<file path="config.mk">
export PLATFORM = sky130hd
export DESIGN_NAME = sparse_poly_add_merge
export DESIGN_NICKNAME = d
export VERILOG_FILES = /design/src/spadd_pkg.sv /design/src/spadd_ram.sv /design/src/spadd_merge.sv /design/src/sparse_poly_add_merge.sv
export SDC_FILE = /design/constraint.sdc
export NUM_CORES = 2
export LEC_CHECK = 0
export ABC_CLOCK_PERIOD_IN_PS = 6900
export BUFFER_PORTS_ARGS = -buffer_cell sky130_fd_sc_hd__buf_2
export CAP_MARGIN = 20
export CELL_PAD_IN_SITES_DETAIL_PLACEMENT = 0
export CELL_PAD_IN_SITES_GLOBAL_PLACEMENT = 1
export CORE_MARGIN = 1.5
export CORE_UTILIZATION = 59
export CTS_BUF_LIST = sky130_fd_sc_hd__clkbuf_2
export DETAILED_ROUTE_END_ITERATION = 10
export PLACE_DENSITY = 0.93
export SLEW_MARGIN = 20
export SYNTH_ARGS = -nofsm -noshare
export SYNTH_HDL_FRONTEND = slang
export SYNTH_SLANG_ARGS = --single-unit
</file>
<file path="constraint.sdc">
create_clock -name aclk -period 6.9 [get_ports aclk]
set_input_delay 0.345 -clock aclk [delete_from_list [all_inputs] [get_ports aclk]]
set_output_delay 0.345 -clock aclk [all_outputs]
set_load 0.05 [all_outputs]
</file>
<file path="src/spadd_pkg.sv">
// Package of the sparse polynomial merge block: item types, codes and sizes.
// Used by the merge sequencer, the top level and the checker of the block.
`default_nettype none

package spadd_pkg;

    localparam int DEPTH_DEF  = 32;
    localparam int COEF_W     = 32;
    localparam int EXP_W      = 16;
    localparam int OUT_COEF_W = COEF_W + 1;

    localparam logic [1:0] CMD_LOAD_FIRST  = 2'd0;
    localparam logic [1:0] CMD_LOAD_SECOND = 2'd1;
    localparam logic [1:0] CMD_MERGE       = 2'd2;

    typedef struct packed {
        logic [1:0]              cmd;
        logic signed [COEF_W-1:0] term_coef;
        logic [EXP_W-1:0]        term_exp;
    } spadd_in_t;

    typedef struct packed {
        logic signed [OUT_COEF_W-1:0] out_coef;
        logic [EXP_W-1:0]             out_exp;
        logic                         last;
        logic                         empty_res;
        logic                         overflow;
    } spadd_out_t;

    typedef struct packed {
        logic [COEF_W-1:0] coef;
        logic [EXP_W-1:0]  ex;
    } spadd_term_t;

    localparam int TERM_W = $bits(spadd_term_t);

    typedef struct packed {
        logic idle;
        logic finish;
    } spadd_stat_t;

    typedef enum logic [1:0] {
        ST_IDLE,
        ST_READ,
        ST_EVAL,
        ST_FINISH
    } spadd_state_t;

endpackage

`default_nettype wire

</file>
<file path="src/spadd_ram.sv">
// Generic single-write, single-read synchronous RAM with a registered read.
// Self-contained; used for both term stores of the merge block.
`default_nettype none

module spadd_ram #(
    parameter int WIDTH = 8,
    parameter int DEPTH = 32,
    localparam int AW = (DEPTH > 1) ? $clog2(DEPTH) : 1
) (
    input  wire logic             aclk,
    input  wire logic             we,
    input  wire logic [AW-1:0]    waddr,
    input  wire logic [WIDTH-1:0] wdata,
    input  wire logic [AW-1:0]    raddr,
    output logic      [WIDTH-1:0] rdata
);

    logic [WIDTH-1:0] mem [DEPTH];

    always_ff @(posedge aclk) begin
        if (we) begin
            mem[waddr] <= wdata;
        end
        rdata <= mem[raddr];
    end

endmodule

`default_nettype wire

</file>
<file path="src/spadd_merge.sv">
// Merge sequencer: walks both term stores, combines terms and drives the result register.
// Depends on spadd_pkg; reads the stores through their registered read ports.
`default_nettype none

module spadd_merge import spadd_pkg::*; #(
    parameter int DEPTH = DEPTH_DEF,
    localparam int AW = (DEPTH > 1) ? $clog2(DEPTH) : 1,
    localparam int CW = $clog2(DEPTH + 1)
) (
    input  wire logic        aclk,
    input  wire logic        aresetn,
    input  wire logic        start,
    input  wire logic [CW-1:0] cnt_a,
    input  wire logic [CW-1:0] cnt_b,
    input  wire logic        dropped,
    output logic [AW-1:0]    raddr_a,
    output logic [AW-1:0]    raddr_b,
    input  wire spadd_term_t rdata_a,
    input  wire spadd_term_t rdata_b,
    output spadd_stat_t      stat,
    output logic             m_valid,
    input  wire logic        m_ready,
    output spadd_out_t       m_data
);

    spadd_state_t state_reg, state_next;
    logic [CW-1:0] i_reg, i_next;
    logic [CW-1:0] j_reg, j_next;
    logic                         pend_valid_reg, pend_valid_next;
    logic signed [OUT_COEF_W-1:0] pend_coef_reg, pend_coef_next;
    logic [EXP_W-1:0]             pend_exp_reg, pend_exp_next;
    logic       m_valid_reg, m_valid_next;
    spadd_out_t m_data_reg, m_data_next;

    logic                         a_ok, b_ok, walk_done;
    logic                         take_a, take_b, take_both;
    logic                         cand_valid;
    logic signed [OUT_COEF_W-1:0] coef_a, coef_b, coef_sum, cand_coef;
    logic [EXP_W-1:0]             cand_exp;
    logic                         out_free, eval_stall;

    assign raddr_a = i_reg[AW-1:0];
    assign raddr_b = j_reg[AW-1:0];
    assign m_valid = m_valid_reg;
    assign m_data  = m_data_reg;

    assign out_free = !m_valid_reg || m_ready;

    assign a_ok      = i_reg < cnt_a;
    assign b_ok      = j_reg < cnt_b;
    assign walk_done = !a_ok && !b_ok;
    assign coef_a    = OUT_COEF_W'(signed'(rdata_a.coef));
    assign coef_b    = OUT_COEF_W'(signed'(rdata_b.coef));
    assign coef_sum  = coef_a + coef_b;

    always_comb begin
        take_a    = 1'b0;
        take_b    = 1'b0;
        take_both = 1'b0;
        priority if (a_ok && b_ok && rdata_a.ex == rdata_b.ex) begin
            take_both = 1'b1;
        end else if (a_ok && (!b_ok || rdata_a.ex > rdata_b.ex)) begin
            take_a = 1'b1;
        end else if (b_ok) begin
            take_b = 1'b1;
        end
    end

    always_comb begin
        cand_valid = 1'b0;
        cand_coef  = coef_b;
        cand_exp   = rdata_b.ex;
        priority if (take_both) begin
            cand_valid = coef_sum != '0;
            cand_coef  = coef_sum;
        end else if (take_a) begin
            cand_valid = 1'b1;
            cand_coef  = coef_a;
            cand_exp   = rdata_a.ex;
        end else if (take_b) begin
            cand_valid = 1'b1;
        end
    end

    assign eval_stall = cand_valid && pend_valid_reg && !out_free;

    always_comb begin
        state_next = state_reg;
        unique case (state_reg)
            ST_IDLE: begin
                if (start) begin
                    state_next = ST_READ;
                end
            end
            ST_READ: begin
                state_next = ST_EVAL;
            end
            ST_EVAL: begin
                if (walk_done) begin
                    state_next = ST_FINISH;
                end else if (!eval_stall) begin
                    state_next = ST_READ;
                end
            end
            ST_FINISH: begin
                if (out_free) begin
                    state_next = ST_IDLE;
                end
            end
            default: begin
                state_next = ST_IDLE;
            end
        endcase
    end

    always_comb begin
        i_next          = i_reg;
        j_next          = j_reg;
        pend_valid_next = pend_valid_reg;
        pend_coef_next  = pend_coef_reg;
        pend_exp_next   = pend_exp_reg;
        m_valid_next    = m_valid_reg && !m_ready;
        m_data_next     = m_data_reg;
        stat.idle       = 1'b0;
        stat.finish     = 1'b0;
        unique case (state_reg)
            ST_IDLE: begin
                stat.idle = 1'b1;
                if (start) begin
                    i_next          = '0;
                    j_next          = '0;
                    pend_valid_next = 1'b0;
                end
            end
            ST_READ: begin
            end
            ST_EVAL: begin
                if (!walk_done && !eval_stall) begin
                    if (take_a || take_both) begin
                        i_next = i_reg + 1'b1;
                    end
                    if (take_b || take_both) begin
                        j_next = j_reg + 1'b1;
                    end
                    if (cand_valid) begin
                        if (pend_valid_reg) begin
                            m_valid_next         = 1'b1;
                            m_data_next.out_coef  = pend_coef_reg;
                            m_data_next.out_exp   = pend_exp_reg;
                            m_data_next.last      = 1'b0;
                            m_data_next.empty_res = 1'b0;
                            m_data_next.overflow  = dropped;
                        end
                        pend_valid_next = 1'b1;
                        pend_coef_next  = cand_coef;
                        pend_exp_next   = cand_exp;
                    end
                end
            end
            ST_FINISH: begin
                if (out_free) begin
                    stat.finish           = 1'b1;
                    pend_valid_next       = 1'b0;
                    m_valid_next          = 1'b1;
                    m_data_next.last      = 1'b1;
                    m_data_next.overflow  = dropped;
                    m_data_next.empty_res = !pend_valid_reg;
                    m_data_next.out_coef  = pend_valid_reg ? pend_coef_reg : '0;
                    m_data_next.out_exp   = pend_valid_reg ? pend_exp_reg : '0;
                end
            end
            default: begin
            end
        endcase
    end

    always_ff @(posedge aclk) begin
        if (!aresetn) begin
            state_reg      <= ST_IDLE;
            pend_valid_reg <= 1'b0;
            m_valid_reg    <= 1'b0;
            i_reg          <= '0;
            j_reg          <= '0;
        end else begin
            state_reg      <= state_next;
            pend_valid_reg <= pend_valid_next;
            m_valid_reg    <= m_valid_next;
            i_reg          <= i_next;
            j_reg          <= j_next;
        end
    end

    always_ff @(posedge aclk) begin
        pend_coef_reg <= pend_coef_next;
        pend_exp_reg  <= pend_exp_next;
        m_data_reg    <= m_data_next;
    end

endmodule

`default_nettype wire

</file>
<file path="src/sparse_poly_add_merge.sv">
// Top level of the sparse polynomial merge block: term loading, counts and the two stores.
// Depends on spadd_pkg, spadd_ram and spadd_merge.
//
// A load item (first or second polynomial) writes one term to its store; a load into
// a full store drops the term and sets the sticky overflow flag.
// A merge item walks both stores, each step passing through a read state and then an
// evaluate state because each store is a RAM with a registered read: the read is
// issued, then the two terms are compared and combined. Each step takes one term from
// either list, a matched pair counting once; a step can wait while the result channel
// stalls, and no input item is taken until the merge's final item is handed to the
// result register. Items arrive in exponent merge order with last on the final one, or
// as a single empty_res item; both stores are empty afterward. Command value 3 is
// taken and ignored.
`default_nettype none

module sparse_poly_add_merge import spadd_pkg::*; #(
    parameter int DEPTH = DEPTH_DEF
) (
    input  wire logic       aclk,
    input  wire logic       aresetn,
    input  wire logic       s_valid,
    output logic            s_ready,
    input  wire spadd_in_t  s_data,
    output logic            m_valid,
    input  wire logic       m_ready,
    output spadd_out_t      m_data
);

    localparam int AW = (DEPTH > 1) ? $clog2(DEPTH) : 1;
    localparam int CW = $clog2(DEPTH + 1);

    logic [CW-1:0] cnt_a_reg, cnt_a_next;
    logic [CW-1:0] cnt_b_reg, cnt_b_next;
    logic          dropped_reg, dropped_next;

    spadd_stat_t   stat;
    logic          accept, load_a, load_b, start;
    logic          we_a, we_b;
    logic [AW-1:0] raddr_a, raddr_b;
    spadd_term_t   wterm, rdata_a, rdata_b;

    assign s_ready = stat.idle;
    assign accept  = s_valid && s_ready;
    assign load_a  = accept && s_data.cmd == CMD_LOAD_FIRST;
    assign load_b  = accept && s_data.cmd == CMD_LOAD_SECOND;
    assign start   = accept && s_data.cmd == CMD_MERGE;
    assign we_a    = load_a && cnt_a_reg < CW'(DEPTH);
    assign we_b    = load_b && cnt_b_reg < CW'(DEPTH);

    assign wterm.coef = s_data.term_coef;
    assign wterm.ex   = s_data.term_exp;

    always_comb begin
        cnt_a_next   = cnt_a_reg;
        cnt_b_next   = cnt_b_reg;
        dropped_next = dropped_reg;
        if (stat.finish) begin
            cnt_a_next = '0;
            cnt_b_next = '0;
        end
        if (we_a) begin
            cnt_a_next = cnt_a_reg + 1'b1;
        end
        if (we_b) begin
            cnt_b_next = cnt_b_reg + 1'b1;
        end
        if ((load_a && !we_a) || (load_b && !we_b)) begin
            dropped_next = 1'b1;
        end
    end

    always_ff @(posedge aclk) begin
        if (!aresetn) begin
            cnt_a_reg   <= '0;
            cnt_b_reg   <= '0;
            dropped_reg <= 1'b0;
        end else begin
            cnt_a_reg   <= cnt_a_next;
            cnt_b_reg   <= cnt_b_next;
            dropped_reg <= dropped_next;
        end
    end

    spadd_ram #(
        .WIDTH (TERM_W),
        .DEPTH (DEPTH)
    ) u_store_a (
        .aclk  (aclk),
        .we    (we_a),
        .waddr (cnt_a_reg[AW-1:0]),
        .wdata (wterm),
        .raddr (raddr_a),
        .rdata (rdata_a)
    );

    spadd_ram #(
        .WIDTH (TERM_W),
        .DEPTH (DEPTH)
    ) u_store_b (
        .aclk  (aclk),
        .we    (we_b),
        .waddr (cnt_b_reg[AW-1:0]),
        .wdata (wterm),
        .raddr (raddr_b),
        .rdata (rdata_b)
    );

    spadd_merge #(
        .DEPTH (DEPTH)
    ) u_merge (
        .aclk    (aclk),
        .aresetn (aresetn),
        .start   (start),
        .cnt_a   (cnt_a_reg),
        .cnt_b   (cnt_b_reg),
        .dropped (dropped_reg),
        .raddr_a (raddr_a),
        .raddr_b (raddr_b),
        .rdata_a (rdata_a),
        .rdata_b (rdata_b),
        .stat    (stat),
        .m_valid (m_valid),
        .m_ready (m_ready),
        .m_data  (m_data)
    );

endmodule

`default_nettype wire

</file>
[Word level (Yosys, flattened, before mapping)]
Memory sizes are Yosys's and may differ from the RTL's. A register that Yosys moved wholly into a read port is not among the register bits.
Cells that the tools add are included.
Word-level totals
  register bits after elaboration: 130
  bits in writable memories: 3072
  bits of input ports: 54
  output and inout bits: 54
  word-level logic and storage cells: 138
  memories kept: 2
Memory list
  u_store_a.mem: depth 32, width 48, rd ports 1, clocked after memory_dff 1, write ports 1, RTL line spadd_ram.sv:18  | logic [WIDTH-1:0] mem [DEPTH];
  u_store_b.mem: depth 32, width 48, rd ports 1, clocked after memory_dff 1, write ports 1, RTL line spadd_ram.sv:18
Cells by class
  add/sub/neg operators: 5
  magnitude comparators: 5
  eq/ne operators: 14
  muxes and demuxes: 52
  reduce and logical (&&, ||, !) cells: 45
Operator list (count)
  $mux W52: 4
  $pmux W52 S2: 1
  $mux W33: 3
  $mux W16: 3
  $mux W6: 8
  $add A32 B32 Y33: 1
  $reduce_bool A33 Y1: 1
  $add A6 B1 Y6 const B: 4
  $mux W1: 24
  $pmux W6 S2: 2
  $eq A16 B16 Y1: 1
  $gt A16 B16 Y1: 1
  $logic_and A1 B1 Y1: 16
  $lt A6 B6 Y1: 2
  $lt A6 B6 Y1 const B: 2
  $ne A2 B1 Y1 const B: 6
  $logic_not A1 Y1: 10
  $reduce_and A5 Y1: 2
  $mux W2: 4
  $pmux W2 S4: 1
  $reduce_and A4 Y1: 2
  $reduce_bool A2 Y1: 4
  $eq A2 B2 Y1 const B: 3
  $reduce_and A3 Y1: 2
  other kinds (8): 14

[Depth between registers and ports, before layout]
  depth in word-level cells: 15
  depth in mapped cells: 14
  depth with buffers taken out: 13

[Cells and area by module]
From an unflattened synthesis, not the netlist that was laid out.
Unflattened totals
  cell total of the unflattened synthesis: 7622
  area total of the unflattened synthesis: 130117.3 um^2
Modules (own cells, without submodules)
  spadd_ram: times used 2, cells an instance 3364, area each 60724.5 um^2, sequential area each 47085.2 um^2
  spadd_merge: times used 1, cells an instance 811, area each 7962.6 um^2, sequential area each 3353.2 um^2
  sparse_poly_add_merge: times used 1, cells an instance 83, area each 705.7 um^2, sequential area each 260.2 um^2

[Least setup slack after synthesis]
Ideal clock, no wire load.
  path type: reg-to-reg
  start point: register u_store_a.rdata[22] (read register of u_store_a.mem)
  end point: register u_merge.pend_coef_reg[0], enable pin
  library setup time: 0.456 ns
  data arrival time: 4.992 ns
  data required time: 6.444 ns
  path slack: 1.452 ns
  stages on the path, launching flop included: 13
  path buffers: 1
  period minus slack after synthesis: 5.448 ns
  cells stage by stage: dfxtp_1 ha_1 buf_2 nand4_1 a21o_1 a2111o_1 a211oi_1 nor3b_1 or3_1 o2111ai_1 nor4b_4 or3b_2 nor2_1
On the way
  cells in the longest elaborated chain, start to end: 8
Ends and longest elaborated chain
  from (decl): RTL line spadd_ram.sv:15  | output logic [WIDTH-1:0] rdata
  $add A32 B32 Y33 *: RTL line spadd_merge.sv:54  | assign coef_sum = coef_a + coef_b;
  $reduce_bool A33 Y1 *: RTL line spadd_merge.sv:74  | cand_valid = coef_sum != '0;
  $mux W1 *: RTL line spadd_merge.sv:73  | priority if (take_both) begin
  $logic_and A1 B1 Y1 (2 in a row): RTL line spadd_merge.sv:85  | assign eval_stall = cand_valid && pend_valid_reg && !out_free;
  $logic_not A1 Y1
  $logic_and A1 B1 Y1: RTL line spadd_merge.sv:138  | if (!walk_done && !eval_stall) begin
  $reduce_and A3 Y1 (no line) *
  to (signal assigned): RTL line spadd_merge.sv:194  | pend_coef_reg <= pend_coef_next;
  to (decl): RTL line spadd_merge.sv:30  | logic signed [OUT_COEF_W-1:0] pend_coef_reg, pend_coef_next;
Mark *: on every way between the ends. The rest lies on a longest branch, timed or not.
A chain may end at the register's enable or synchronous reset.

[Final worst setup path]
  start point: register u_store_a.rdata[16] (read register of u_store_a.mem)
  end point: register u_merge.j_reg[3]
On the way
  cells in the longest elaborated chain, start to end: 9
Ends and longest elaborated chain
  $add A32 B32 Y33: RTL line spadd_merge.sv:54
  $reduce_bool A33 Y1: RTL line spadd_merge.sv:74
  $mux W1: RTL line spadd_merge.sv:73
  $logic_and A1 B1 Y1 (2 in a row): RTL line spadd_merge.sv:85
  $logic_not A1 Y1
  $logic_and A1 B1 Y1: RTL line spadd_merge.sv:138
  $ne A2 B1 Y1 (no line)
  $reduce_and A4 Y1 (no line)
  to (signal assigned): RTL line spadd_merge.sv:189  | j_reg <= j_next;
  to (decl): RTL line spadd_merge.sv:28  | logic [CW-1:0] j_reg, j_next;
No other way between the ends.

==> flow_summary.rst <==
.. list-table::
   :header-rows: 1

   * - Metric
     - Value
   * - Classification of the worst setup path
     - flip-flop to flip-flop
   * - Overall die height
     - about 470 um
   * - Number of DRC violations after detailed routing
     - 0
   * - Status
     - finished clean
   * - Number of optimization iterations in the first detailed-route pass
     - 6
   * - Hold WS
     - about 0.22 ns
   * - Remaining antenna violation count
     - 0
   * - Placeable core region
     - 214,400 um2
   * - Mux contribution to synthesized area
     - between 15 and 20%
   * - Endpoint required time on the critical path
     - roughly 9 ns
   * - Critical Path End Type
     - flip-flop
   * - Number of global-route vias before repair
     - roughly 69,000
   * - Post-synthesis register bit count
     - between 3,000 and 4,000
   * - IR Drop Worst-Case VDD
     - ~0.21 mV
   * - Setup Total Neg Slack
     - 0 ns
   * - HP Start
     - aresetn
   * - Worst setup SP type
     - flip-flop
   * - Post-CTS Repair Setup Buffers
     - 0
   * - Cell count after synthesis
     - about 5,500
   * - # rows
     - between 150 and 200
   * - Count of warnings emitted by yosys
     - 0
   * - Total of cells resized after clock tree synthesis
     - 0
   * - Tightest Pin Transition
     - 1.440 ns
   * - Layout Utilization
     - between 60% and 70%
   * - Power density normalized to cell area
     - around 250 nW/um2
   * - Number of hold-slack violations in the final timing report
     - 0
   * - Mean Syn Cell Area
     - around 23 um2
   * - Final period demand of the worst path
     - between 5 and 6 ns
   * - Number of buffers created by CTS
     - 760
   * - Highest Clock Rate
     - between 150 and 200 MHz
   * - First-pass GRT wire length
     - between 400,000 and 500,000 um
   * - Post-synthesis adder-cell area fraction
     - less than 1%
   * - Worst max-slew margin expressed relative to the limit
     - between 3 and 4%
   * - Synth unique cells
     - between 80 and 90
   * - Clock root cell
     - clkbuf_2
   * - Main area contributors after synthesis
     - edfxtp_1 75%, mux4_2 17%, dfxtp_1 2.0%
   * - Number of buffers between clock root and the deepest sink
     - 4
   * - Routed len/inst
     - roughly 35 um
   * - P&R area growth vs syn
     - 11.68%
   * - Register clock-pin slew on the reported worst setup and hold paths
     - 0.12 ns
   * - Count of flip-flops with a built-in enable after synthesis
     - roughly 3,200
   * - Static Leakage
     - about 0.045 uW
   * - Starting DRC count in detailed routing
     - ~10,000
   * - Post-synth top cells
     - 3,173 x edfxtp_1, 960 x mux4_2, 189 x clkbuf_1
   * - Number of clock sinks seen by CTS
     - around 3,300
   * - Number of cells in the finished layout apart from fillers
     - approximately 10,000
   * - Most frequently used flop master after synthesis
     - edfxtp_1
   * - Hold buffer count at CTS
     - between 200 and 250
   * - Path class of the lowest-slack min-delay path
     - primary input to flip-flop
   * - Largest area contributor in the synthesized netlist
     - edfxtp_1
   * - Number of pins with negative max-slew slack in the final report
     - 0
   * - Final critical-path share of the clock period
     - about 77%
   * - Total wire length after detailed routing
     - approximately 350,000 um
   * - Data arrival at the endpoint of the critical path
     - 7.27 ns
   * - H-tree depth
     - 6
   * - Total power of the final layout
     - 35,910 uW
   * - Die area
     - about 220,000 um2
   * - Clock tree skew after final layout
     - ~0.17 ns
   * - Nets@finish
     - between 6,000 and 7,000
   * - GRT Util Overall
     - 32.09%
   * - Clock latency on the worst-skew pair
     - 2.13 ns
   * - Number of antenna violations at the first check in global routing
     - 15
   * - Syn nets
     - 5,629
   * - Post-Synth XOR/XNOR Area
     - less than 1%
   * - Starting density of the core
     - just under 60%
   * - Horizontal extent of the die
     - 467.1 um
   * - Total number of vias
     - a little under 70,000
   * - Combinational family with the most area after synthesis
     - multiplexers
   * - Count of placed standard cells including taps
     - roughly 8,300
   * - Fraction of post-synthesis cell area in the top cell type by area
     - 74.98%
   * - Sequential fraction of the synthesis area
     - 76.95%
   * - Highest net fanout along the worst path
     - 8
   * - R2R cell count
     - 14
   * - Most instantiated library cell after synthesis
     - edfxtp_1
   * - Final weighted congestion of routability-driven global placement
     - between 0.8 and 0.9
   * - Total I/O pin count
     - roughly 110
   * - Simple-gate share of the synthesized area
     - under 10%
   * - Detailed-placement wirelength estimate
     - ~180,000 um
   * - Routed via count divided by cell count
     - around 7
   * - TritonCTS clock tree
     - built
   * - Port bufs
     - roughly 110
   * - Pin count of the biggest net entering global routing
     - roughly 150
   * - Launch point of the worst path
     - u_store_a.rdata[16]$_DFF_P_
   * - Number of maximum-capacitance violations
     - 0
   * - Setup repair after global routing missed its margin
     - no
   * - Synthesized-area fraction occupied by ao, oa, aoi and oai cells
     - 1.527%
   * - Post-synthesis async set-or-reset flop share
     - 0%
   * - Layout cells sized above 1
     - between 30 and 40%
   * - Depth of the worst hold-timing path
     - 5
   * - Post-synthesis instance area
     - 127,100 um2
   * - Critical register-to-register path startpoint
     - u_store_a.rdata[16]$_DFF_P_
   * - Final global-route overflow total
     - 0
   * - Final setup violating endpoints
     - 0
-- critical path: stages (launching register included) --
cell and delay [ns]:
dfxtp_1 0.35, ha_1 0.24, fa_1 0.45, a21o_1 0.24, a221oi_4 0.46, o21ai_0 0.28
a21oi_1 0.25, xnor2_1 0.18, a2111oi_0 0.58, nand4_1 0.28, nor4b_4 0.56, o21ai_1 0.24
nor3_1 0.30, o221a_1 0.22, dlygate4sd3_1 0.55
-- placed cells by master (no fill, tap or decap), types with 68 or more instances in the layout --
master,count
clkinv_1,136
nor2b_1,81
mux2_2,98
dlygate4sd3_1,169
mux4_2,960
edfxtp_1,3173
buf_2,107
a21oi_1,69
dfxtp_1,115
buf_4,117
nand2_1,98
clkbuf_2,1123
ha_1,68
-- final timing paths --
path	to	slack, ns
worst min-delay path	u_merge.j_reg[2]$_SDFFE_PN0P_	0.22
worst max register to register	u_merge.j_reg[3]$_SDFFE_PN0P_	1.61
worst max-delay path	u_merge.j_reg[3]$_SDFFE_PN0P_	1.61
worst min register to register	u_merge.m_data[0]$_DFFE_PP_	0.52
-- power breakdown --
part	internal, uW	leakage, uW	switching (uW)	total, uW
sequential	22000	0.0296	55.1	22000
clock	4760	0.00522	7740	12500
combinational	532	0.00992	866	1400
-- cell families after synthesis --
kind of cell	after synthesis
muxes	1064
and+or+nand+nor	471
DFF	3298
AOI/OAI and AO/OA	277
buffers and inverters	316
adders and majority gates	69
xor gates and xnor gates	11
-- cell type report --
cell class | instances | area (um2)
diodes | 15 | 37.54
clock buffers | 1123 | 5620
clock inverters | 196 | 1114
fillers | 13090 | 72490
inverters | 46 | 172.7
multi-input cells | 1892 | 28620
flip-flops and latches | 3298 | 97820
well taps | 2838 | 3551
repair buffers | 467 | 4977
-- stage by stage --
stage / setup WS [ns] / cell area [um2]
after floorplan: 1.452 / 127100
after global placement: 2.202 / 131900
after detailed placement: 2.115 / 132000
after CTS: 1.765 / 141700
after global routing: 1.302 / 141900
final: 1.608 / 141900
-- per-layer routing --
layer	part of all wire [%]	track usage, %	vias to the layer above	wire, um
met5	0.022	0	-	75
met4	6.4	18.95	10	22420
met3	11	6.915	1083	38790
met2	49	51.70	5904	171000
met1	33	40.66	34450	115700
li1	-	-	25900	-
Note: power is estimated with default switching activity, not from simulation.
